### src/rtl/ptd_pkg.sv
// ----------------------------------------------------------------------------
// ptd_pkg: shared types and constants for the priority task dispatcher
// Table size, field widths, function and status codes, the word that walks
// the cell chain, and the controller states.
// ----------------------------------------------------------------------------
`timescale 1ns / 1ps

package ptd_pkg;

  localparam int TASKS      = 16;
  localparam int TIME_BITS  = 32;
  localparam int PRIO_BITS  = 8;
  localparam int IDX_W      = (TASKS > 1) ? $clog2(TASKS) : 1;

  // fixed port field widths
  localparam int FUNC_W     = 2;
  localparam int TIME_IN_W  = 32;
  localparam int PRIO_IN_W  = 8;
  localparam int SLOT_W     = 4;
  localparam int STATUS_W   = 2;
  localparam int SLOT_CMP_W = (IDX_W > SLOT_W) ? IDX_W : SLOT_W;

  localparam int IN_DATA_W  = 112;
  localparam int OUT_DATA_W = 8;

  typedef enum logic [FUNC_W-1:0] {
    FN_ADD    = 2'd0,
    FN_DELETE = 2'd1,
    FN_PICK   = 2'd2,
    FN_DONE   = 2'd3
  } func_t;

  typedef enum logic [STATUS_W-1:0] {
    ST_OK       = 2'd0,
    ST_NONE_DUE = 2'd1,
    ST_FULL     = 2'd2
  } status_t;

  typedef enum logic [1:0] {
    S_IDLE,
    S_RUN,
    S_HOLD
  } state_t;

  // request word handed from cell to cell, with the running result
  typedef struct packed {
    func_t                func;
    logic [TIME_BITS-1:0] now_time;
    logic [TIME_BITS-1:0] first_run;
    logic [TIME_BITS-1:0] period;
    logic [PRIO_BITS-1:0] prio;
    logic [SLOT_W-1:0]    slot;
    logic                 hit;
    logic [PRIO_BITS-1:0] best;
    logic [IDX_W-1:0]     res_slot;
  } tok_t;

endpackage

### src/rtl/priority_task_dispatcher.sv
// ----------------------------------------------------------------------------
// priority_task_dispatcher: periodic task table with priority pick
// Each request word walks a row of TASKS cells, one slot per cell and one
// cell per cycle. The result word of every request (add, delete, pick, done)
// is registered at the tail of the cell chain and held until taken. One
// request is in flight at a time: the input is ready again once the result
// word has been taken. Add fills the lowest free slot or answers table full;
// delete clears a slot; pick returns the highest-priority task due strictly
// before now_time, lowest slot on a tie, or none due; done reschedules a slot
// to now_time plus its period.
// ----------------------------------------------------------------------------
`timescale 1ns / 1ps

module priority_task_dispatcher (
  input  logic                           clk,
  input  logic                           rst_n,
  input  logic                           in_tvalid,
  output logic                           in_tready,
  // func[1:0], now_time[33:2], first_run[65:34], period[97:66],
  // priority_req[105:98], slot[109:106], zero[111:110]
  input  logic [ptd_pkg::IN_DATA_W-1:0]  in_tdata,
  output logic                           out_tvalid,
  input  logic                           out_tready,
  // slot_out[3:0], status[5:4], zero[7:6]
  output logic [ptd_pkg::OUT_DATA_W-1:0] out_tdata
);
  import ptd_pkg::*;

  state_t              state_r, state_nxt;
  logic                in_acc;
  logic                act   [TASKS+1];
  tok_t                tok   [TASKS+1];
  tok_t                tok_head;
  logic [SLOT_W-1:0]   slot_out_r, slot_out_nxt;
  status_t             status_r, status_nxt;

  assign in_acc = in_tvalid && in_tready;

  // request word entering the chain
  always_comb begin
    tok_head.func      = func_t'(in_tdata[1:0]);
    tok_head.now_time  = TIME_BITS'(in_tdata[33:2]);
    tok_head.first_run = TIME_BITS'(in_tdata[65:34]);
    tok_head.period    = TIME_BITS'(in_tdata[97:66]);
    tok_head.prio      = PRIO_BITS'(in_tdata[105:98]);
    tok_head.slot      = in_tdata[109:106];
    tok_head.hit       = 1'b0;
    tok_head.best      = '0;
    tok_head.res_slot  = '0;
  end

  assign act[0] = in_acc;
  assign tok[0] = tok_head;

  for (genvar i = 0; i < TASKS; i++) begin : g_cell
    ptd_cell u_cell (
      .clk      (clk),
      .rst_n    (rst_n),
      .cell_idx (IDX_W'(i)),
      .act_in   (act[i]),
      .tok_in   (tok[i]),
      .act_out  (act[i+1]),
      .tok_out  (tok[i+1])
    );
  end

  // next state
  always_comb begin
    state_nxt = state_r;
    unique case (state_r)
      S_IDLE:  if (in_acc) state_nxt = S_RUN;
      S_RUN:   if (act[TASKS]) state_nxt = S_HOLD;
      S_HOLD:  if (out_tready) state_nxt = S_IDLE;
      default: state_nxt = S_IDLE;
    endcase
  end

  // handshake outputs
  always_comb begin
    in_tready  = 1'b0;
    out_tvalid = 1'b0;
    unique case (state_r)
      S_IDLE:  in_tready  = 1'b1;
      S_HOLD:  out_tvalid = 1'b1;
      default: ;
    endcase
  end

  // result from the tail of the chain
  always_comb begin
    slot_out_nxt = slot_out_r;
    status_nxt   = status_r;
    if (act[TASKS]) begin
      slot_out_nxt = tok[TASKS].hit ? SLOT_W'(tok[TASKS].res_slot) : '0;
      status_nxt   = ST_OK;
      if (!tok[TASKS].hit) begin
        if (tok[TASKS].func == FN_ADD)  status_nxt = ST_FULL;
        if (tok[TASKS].func == FN_PICK) status_nxt = ST_NONE_DUE;
      end
    end
  end

  always_ff @(posedge clk) begin
    if (!rst_n) begin
      state_r <= S_IDLE;
    end else begin
      state_r <= state_nxt;
    end
  end

  always_ff @(posedge clk) begin
    slot_out_r <= slot_out_nxt;
    status_r   <= status_nxt;
  end

  assign out_tdata = {2'b00, status_r, slot_out_r};

`ifndef SYNTHESIS
  a_tail_in_run: assert property (@(posedge clk) disable iff (!rst_n)
    act[TASKS] |-> state_r == S_RUN)
    else $error("word left the chain outside a run");

  a_one_side: assert property (@(posedge clk) disable iff (!rst_n)
    in_tready |-> !out_tvalid)
    else $error("input ready while a result is pending");

  a_accept_enters: assert property (@(posedge clk) disable iff (!rst_n)
    in_acc |=> act[1] && state_r == S_RUN)
    else $error("accepted word did not enter the chain");

  a_status_code: assert property (@(posedge clk) disable iff (!rst_n)
    out_tvalid |-> (status_r == ST_OK || status_r == ST_NONE_DUE ||
                    status_r == ST_FULL))
    else $error("bad status code");
`endif

endmodule

### src/rtl/ptd_cell.sv
// ----------------------------------------------------------------------------
// ptd_cell: one table slot of the dispatcher
// Holds one task and acts on the request word passing through, then hands
// the updated word, registered, to the next cell.
// ----------------------------------------------------------------------------
`timescale 1ns / 1ps

module ptd_cell (
  input  logic                  clk,
  input  logic                  rst_n,
  input  logic [ptd_pkg::IDX_W-1:0] cell_idx,
  input  logic                  act_in,
  input  ptd_pkg::tok_t         tok_in,
  output logic                  act_out,
  output ptd_pkg::tok_t         tok_out
);
  import ptd_pkg::*;

  logic                 valid_r, valid_nxt;
  logic [TIME_BITS-1:0] next_run_r, next_run_nxt;
  logic [TIME_BITS-1:0] period_r, period_nxt;
  logic [PRIO_BITS-1:0] prio_r, prio_nxt;
  logic                 act_r;
  tok_t                 tok_r, tok_nxt;
  logic                 match;
  logic                 due;

  assign match = (SLOT_CMP_W'(tok_in.slot) == SLOT_CMP_W'(cell_idx));
  assign due   = valid_r && (next_run_r < tok_in.now_time);

  always_comb begin
    valid_nxt    = valid_r;
    next_run_nxt = next_run_r;
    period_nxt   = period_r;
    prio_nxt     = prio_r;
    tok_nxt      = tok_in;
    if (act_in) begin
      unique case (tok_in.func)
        FN_ADD: begin
          // lowest free slot wins: first free cell the word meets
          if (!valid_r && !tok_in.hit) begin
            valid_nxt        = 1'b1;
            next_run_nxt     = tok_in.first_run;
            period_nxt       = tok_in.period;
            prio_nxt         = tok_in.prio;
            tok_nxt.hit      = 1'b1;
            tok_nxt.res_slot = cell_idx;
          end
        end
        FN_DELETE: begin
          if (match) valid_nxt = 1'b0;
        end
        FN_PICK: begin
          // strict > keeps the lower slot on a tie
          if (due && (!tok_in.hit || prio_r > tok_in.best)) begin
            tok_nxt.hit      = 1'b1;
            tok_nxt.best     = prio_r;
            tok_nxt.res_slot = cell_idx;
          end
        end
        FN_DONE: begin
          if (match && valid_r) next_run_nxt = tok_in.now_time + period_r;
        end
        default: ;
      endcase
    end
  end

  always_ff @(posedge clk) begin
    if (!rst_n) begin
      valid_r <= 1'b0;
      act_r   <= 1'b0;
    end else begin
      valid_r <= valid_nxt;
      act_r   <= act_in;
    end
  end

  always_ff @(posedge clk) begin
    next_run_r <= next_run_nxt;
    period_r   <= period_nxt;
    prio_r     <= prio_nxt;
    tok_r      <= tok_nxt;
  end

  assign act_out = act_r;
  assign tok_out = tok_r;

endmodule
### config.mk
export PLATFORM = sky130hd
export DESIGN_NAME = priority_task_dispatcher
export DESIGN_NICKNAME = d
export VERILOG_FILES = /design/src/rtl/ptd_pkg.sv /design/src/rtl/priority_task_dispatcher.sv /design/src/rtl/ptd_cell.sv
export SDC_FILE = /design/constraint.sdc
export NUM_CORES = 2
export LEC_CHECK = 0
export BUFFER_PORTS_ARGS = -buffer_cell sky130_fd_sc_hd__buf_2
export CELL_PAD_IN_SITES_DETAIL_PLACEMENT = 1
export CELL_PAD_IN_SITES_GLOBAL_PLACEMENT = 1
export CORE_ASPECT_RATIO = 0.8
export CORE_MARGIN = 4
export CORE_UTILIZATION = 50
export CTS_BUF_LIST = sky130_fd_sc_hd__clkbuf_4
export CTS_CLUSTER_DIAMETER = 100
export DETAILED_ROUTE_END_ITERATION = 7
export GPL_TIMING_DRIVEN = 0
export PLACE_DENSITY_LB_ADDON = 0.1
export SYNTH_ARGS = -nofsm -noshare
export SYNTH_HDL_FRONTEND = slang
export SYNTH_HIERARCHICAL = 1
export SYNTH_SLANG_ARGS = --single-unit
### constraint.sdc
create_clock -name clk -period 9.8 [get_ports clk]
set_input_delay 1.96 -clock clk [delete_from_list [all_inputs] [get_ports clk]]
set_output_delay 1.96 -clock clk [all_outputs]
set_load 0.03 [all_outputs]
==> impl_metrics.ini <==
[route]
via_count = 86500
drt_wl_total_mm = 384
vias_per_cell = 5.60
wl_per_cell_um = 24.8
postRouteAntennaNets = 0
drtIter0Drc = 7167
drt_first_pass_iters = 5
drc = 0

[clock_network]
ctsLongestPathBuffers = 4
clkLatencyLatePin_ns = 1.38
htree_levels = 6
postCtsSetupRepairBufs = 0
clk_pin_slew_ns = 0.07
cts_resized = 0
hold_buffers = 0
numCtsBuffers = 741
cts_tree = done
clockRootBuffer = clkbuf_4
cts.sinks = 3044

[pwr]
ir_worst_vdd_v = 0.000125
power_mw = 26.8
power.leakage_nw = 60.5
power_density_nw_per_um2 = 191

[timing]
slew_violations = 0
rsz0062_at_grt = no
fmax_ghz = 0.233
finalSetupViolations = 0
worstMarginPinSlew_ns = 1.44
slew_headroom_pct = 3.06
period_share_pct = 43.7
hold_violations = 0
min_period_ns = 4.28
skew_ns = 0.0828
worst_slack_ns = 5.52

[grt]
grt-ovfl-total = 0
grtUsageTotal_pct = 29.4
grt_max_degree = 34
grt_pass1_vias = 88900
grt_pass1_wl_mm = 563
antenna_found_initial = 38

[cells_and_area]
finish.utilization_pct = 56.8
design_area_um2 = 140000
final_cells = 15500
drive_gt1_share_pct = 14.3
fin_nets = 12700
area_delta_synth_final_pct = 13.2

[setup_path]
crit_required_ns = 10.93
worstSetupPathType = input port to register
arrival_ns = 5.41
path_max_fanout = 9
end_kind = register
critPathLaunchType = input port

[floorplanning]
die_area_um2 = 255000
core-area_um2 = 246000
rows = 163
ioPinCount = 126
die_width_um = 564
die_height_um = 453
initial_core_util_pct = 50.2

[placement]
place_hpwl_mm = 307
pre_cts_ws_ns = 4.44
dpl_cell_area_um2 = 130000
globalplace.congestion = 0.961
portBuffers = 121
post-place-cells = 14100

[yosys]
syn-cell-area_um2 = 124000
synth_area_per_cell_um2 = 11.9
synth_cells = 10400
ys_warn_count = 6

[worst_hold_path]
hp-class = register to register

[run]
cap_viol_max_count = 0

[status]
run_status = completed
==> path summary, 6_finish.rpt <==
check / start / to / slack (ns) / cells past startpoint
setup / recovery: in_tdata[20] / g_cell[0].u_cell/next_run_r[30] / 5.52 / 11
hold / removal: g_cell[9].u_cell/tok_out[35] / g_cell[10].u_cell/tok_out[35] / 0.32 / 0
setup reg to reg: g_cell[13].u_cell/tok_out[118] / g_cell[14].u_cell/tok_out[3] / 5.80 / 7
hold reg to reg: g_cell[9].u_cell/tok_out[35] / g_cell[10].u_cell/tok_out[35] / 0.32 / 0
==> metal layers <==
layer  global-route usage (%)  part of all wire [%]  vias to the layer above
met4                     9.09                   2.9                       18
met5                        0                 0.035                        -
met2                     45.2                    44                     2831
li1                         -                     -                    40200
met3                     6.59                   7.4                      565
met1                     41.4                    45                    42900
==> critical path: stages <==
cell	delay, ns
buf_2	0.17
ha_1	0.29
clkbuf_1	0.46
nand2_1	0.29
nor3_1	0.52
nand3_1	0.14
a21oi_1	0.34
nor2_2	0.18
o31ai_2	0.55
a211oi_1	0.17
a221o_1	0.33
==> report_power, final <==
part	switching, mW	internal [mW]	leakage, nW
clock	5.18	5.74	5.91
sequential	0.504	13.6	26.3
combinational	1.09	0.697	28.3
total	6.78	20.0	60.5
==> per-stage QoR <==
step / hold WS, ns / TNS, ns
floorplan: 0.326 / 0
global placement: 0.330 / -285.83
detailed placement: 0.334 / 0
CTS: 0.315 / 0
global route: 0.320 / 0
finish: 0.323 / 0
==> cell usage in the layout (no fill, tap or decap), types with 29 or more instances in the layout <==
| cell type | count |
|---|---|
| dfxtp_1 | 1886 |
| edfxtp_1 | 1158 |
| ha_1 | 1120 |
| clkbuf_4 | 1104 |
| nand2_1 | 839 |
| inv_1 | 773 |
| o21ai_0 | 565 |
| a21oi_1 | 465 |
| a21o_1 | 387 |
| nor2_1 | 268 |
| xor2_1 | 213 |
| xnor2_1 | 194 |
| clkinv_1 | 192 |
| nand4_1 | 192 |
| conb_1 | 153 |
| clkbuf_1 | 146 |
| buf_2 | 135 |
| nor2b_1 | 131 |
| o21ai_1 | 118 |
| nand2b_1 | 116 |
| nand3_1 | 111 |
| nor3_1 | 110 |
| mux2_2 | 96 |
| buf_4 | 94 |
| mux2_1 | 91 |
| a211oi_1 | 90 |
| o211ai_1 | 88 |
| o21a_1 | 86 |
| o21bai_1 | 74 |
| a31oi_1 | 74 |
| and3_1 | 60 |
| or2_2 | 49 |
| o31ai_1 | 48 |
| and2_1 | 47 |
| a21boi_0 | 42 |
| clkinv_2 | 41 |
| or3_1 | 39 |
| a311oi_1 | 33 |
| nand3b_1 | 30 |
| nor4_1 | 29 |
==> state kept, by name (all words and copies together) (netlist names) <==
register,count
g_cell.u_cell/period_r,512
slot_out_r,4
g_cell.u_cell/tok_out,1852
status_r,2
g_cell.u_cell/valid_r,16
g_cell.u_cell/prio_r,128
g_cell.u_cell/next_run_r,512
state_r,2
g_cell.u_cell/act_out,16
==> area by class of cell <==
type	count	area, um^2
plain buffers	188	759
clock buffers	1104	8290
flip-flops and latches	3044	72500
well taps	3300	4130
clock inverters	276	1680
repair buffers	227	1480
multi-input cells	6518	48200
diodes	23	57.6
fillers	26000	106000
inverters	773	2900
(Power assumes the default switching activity.)
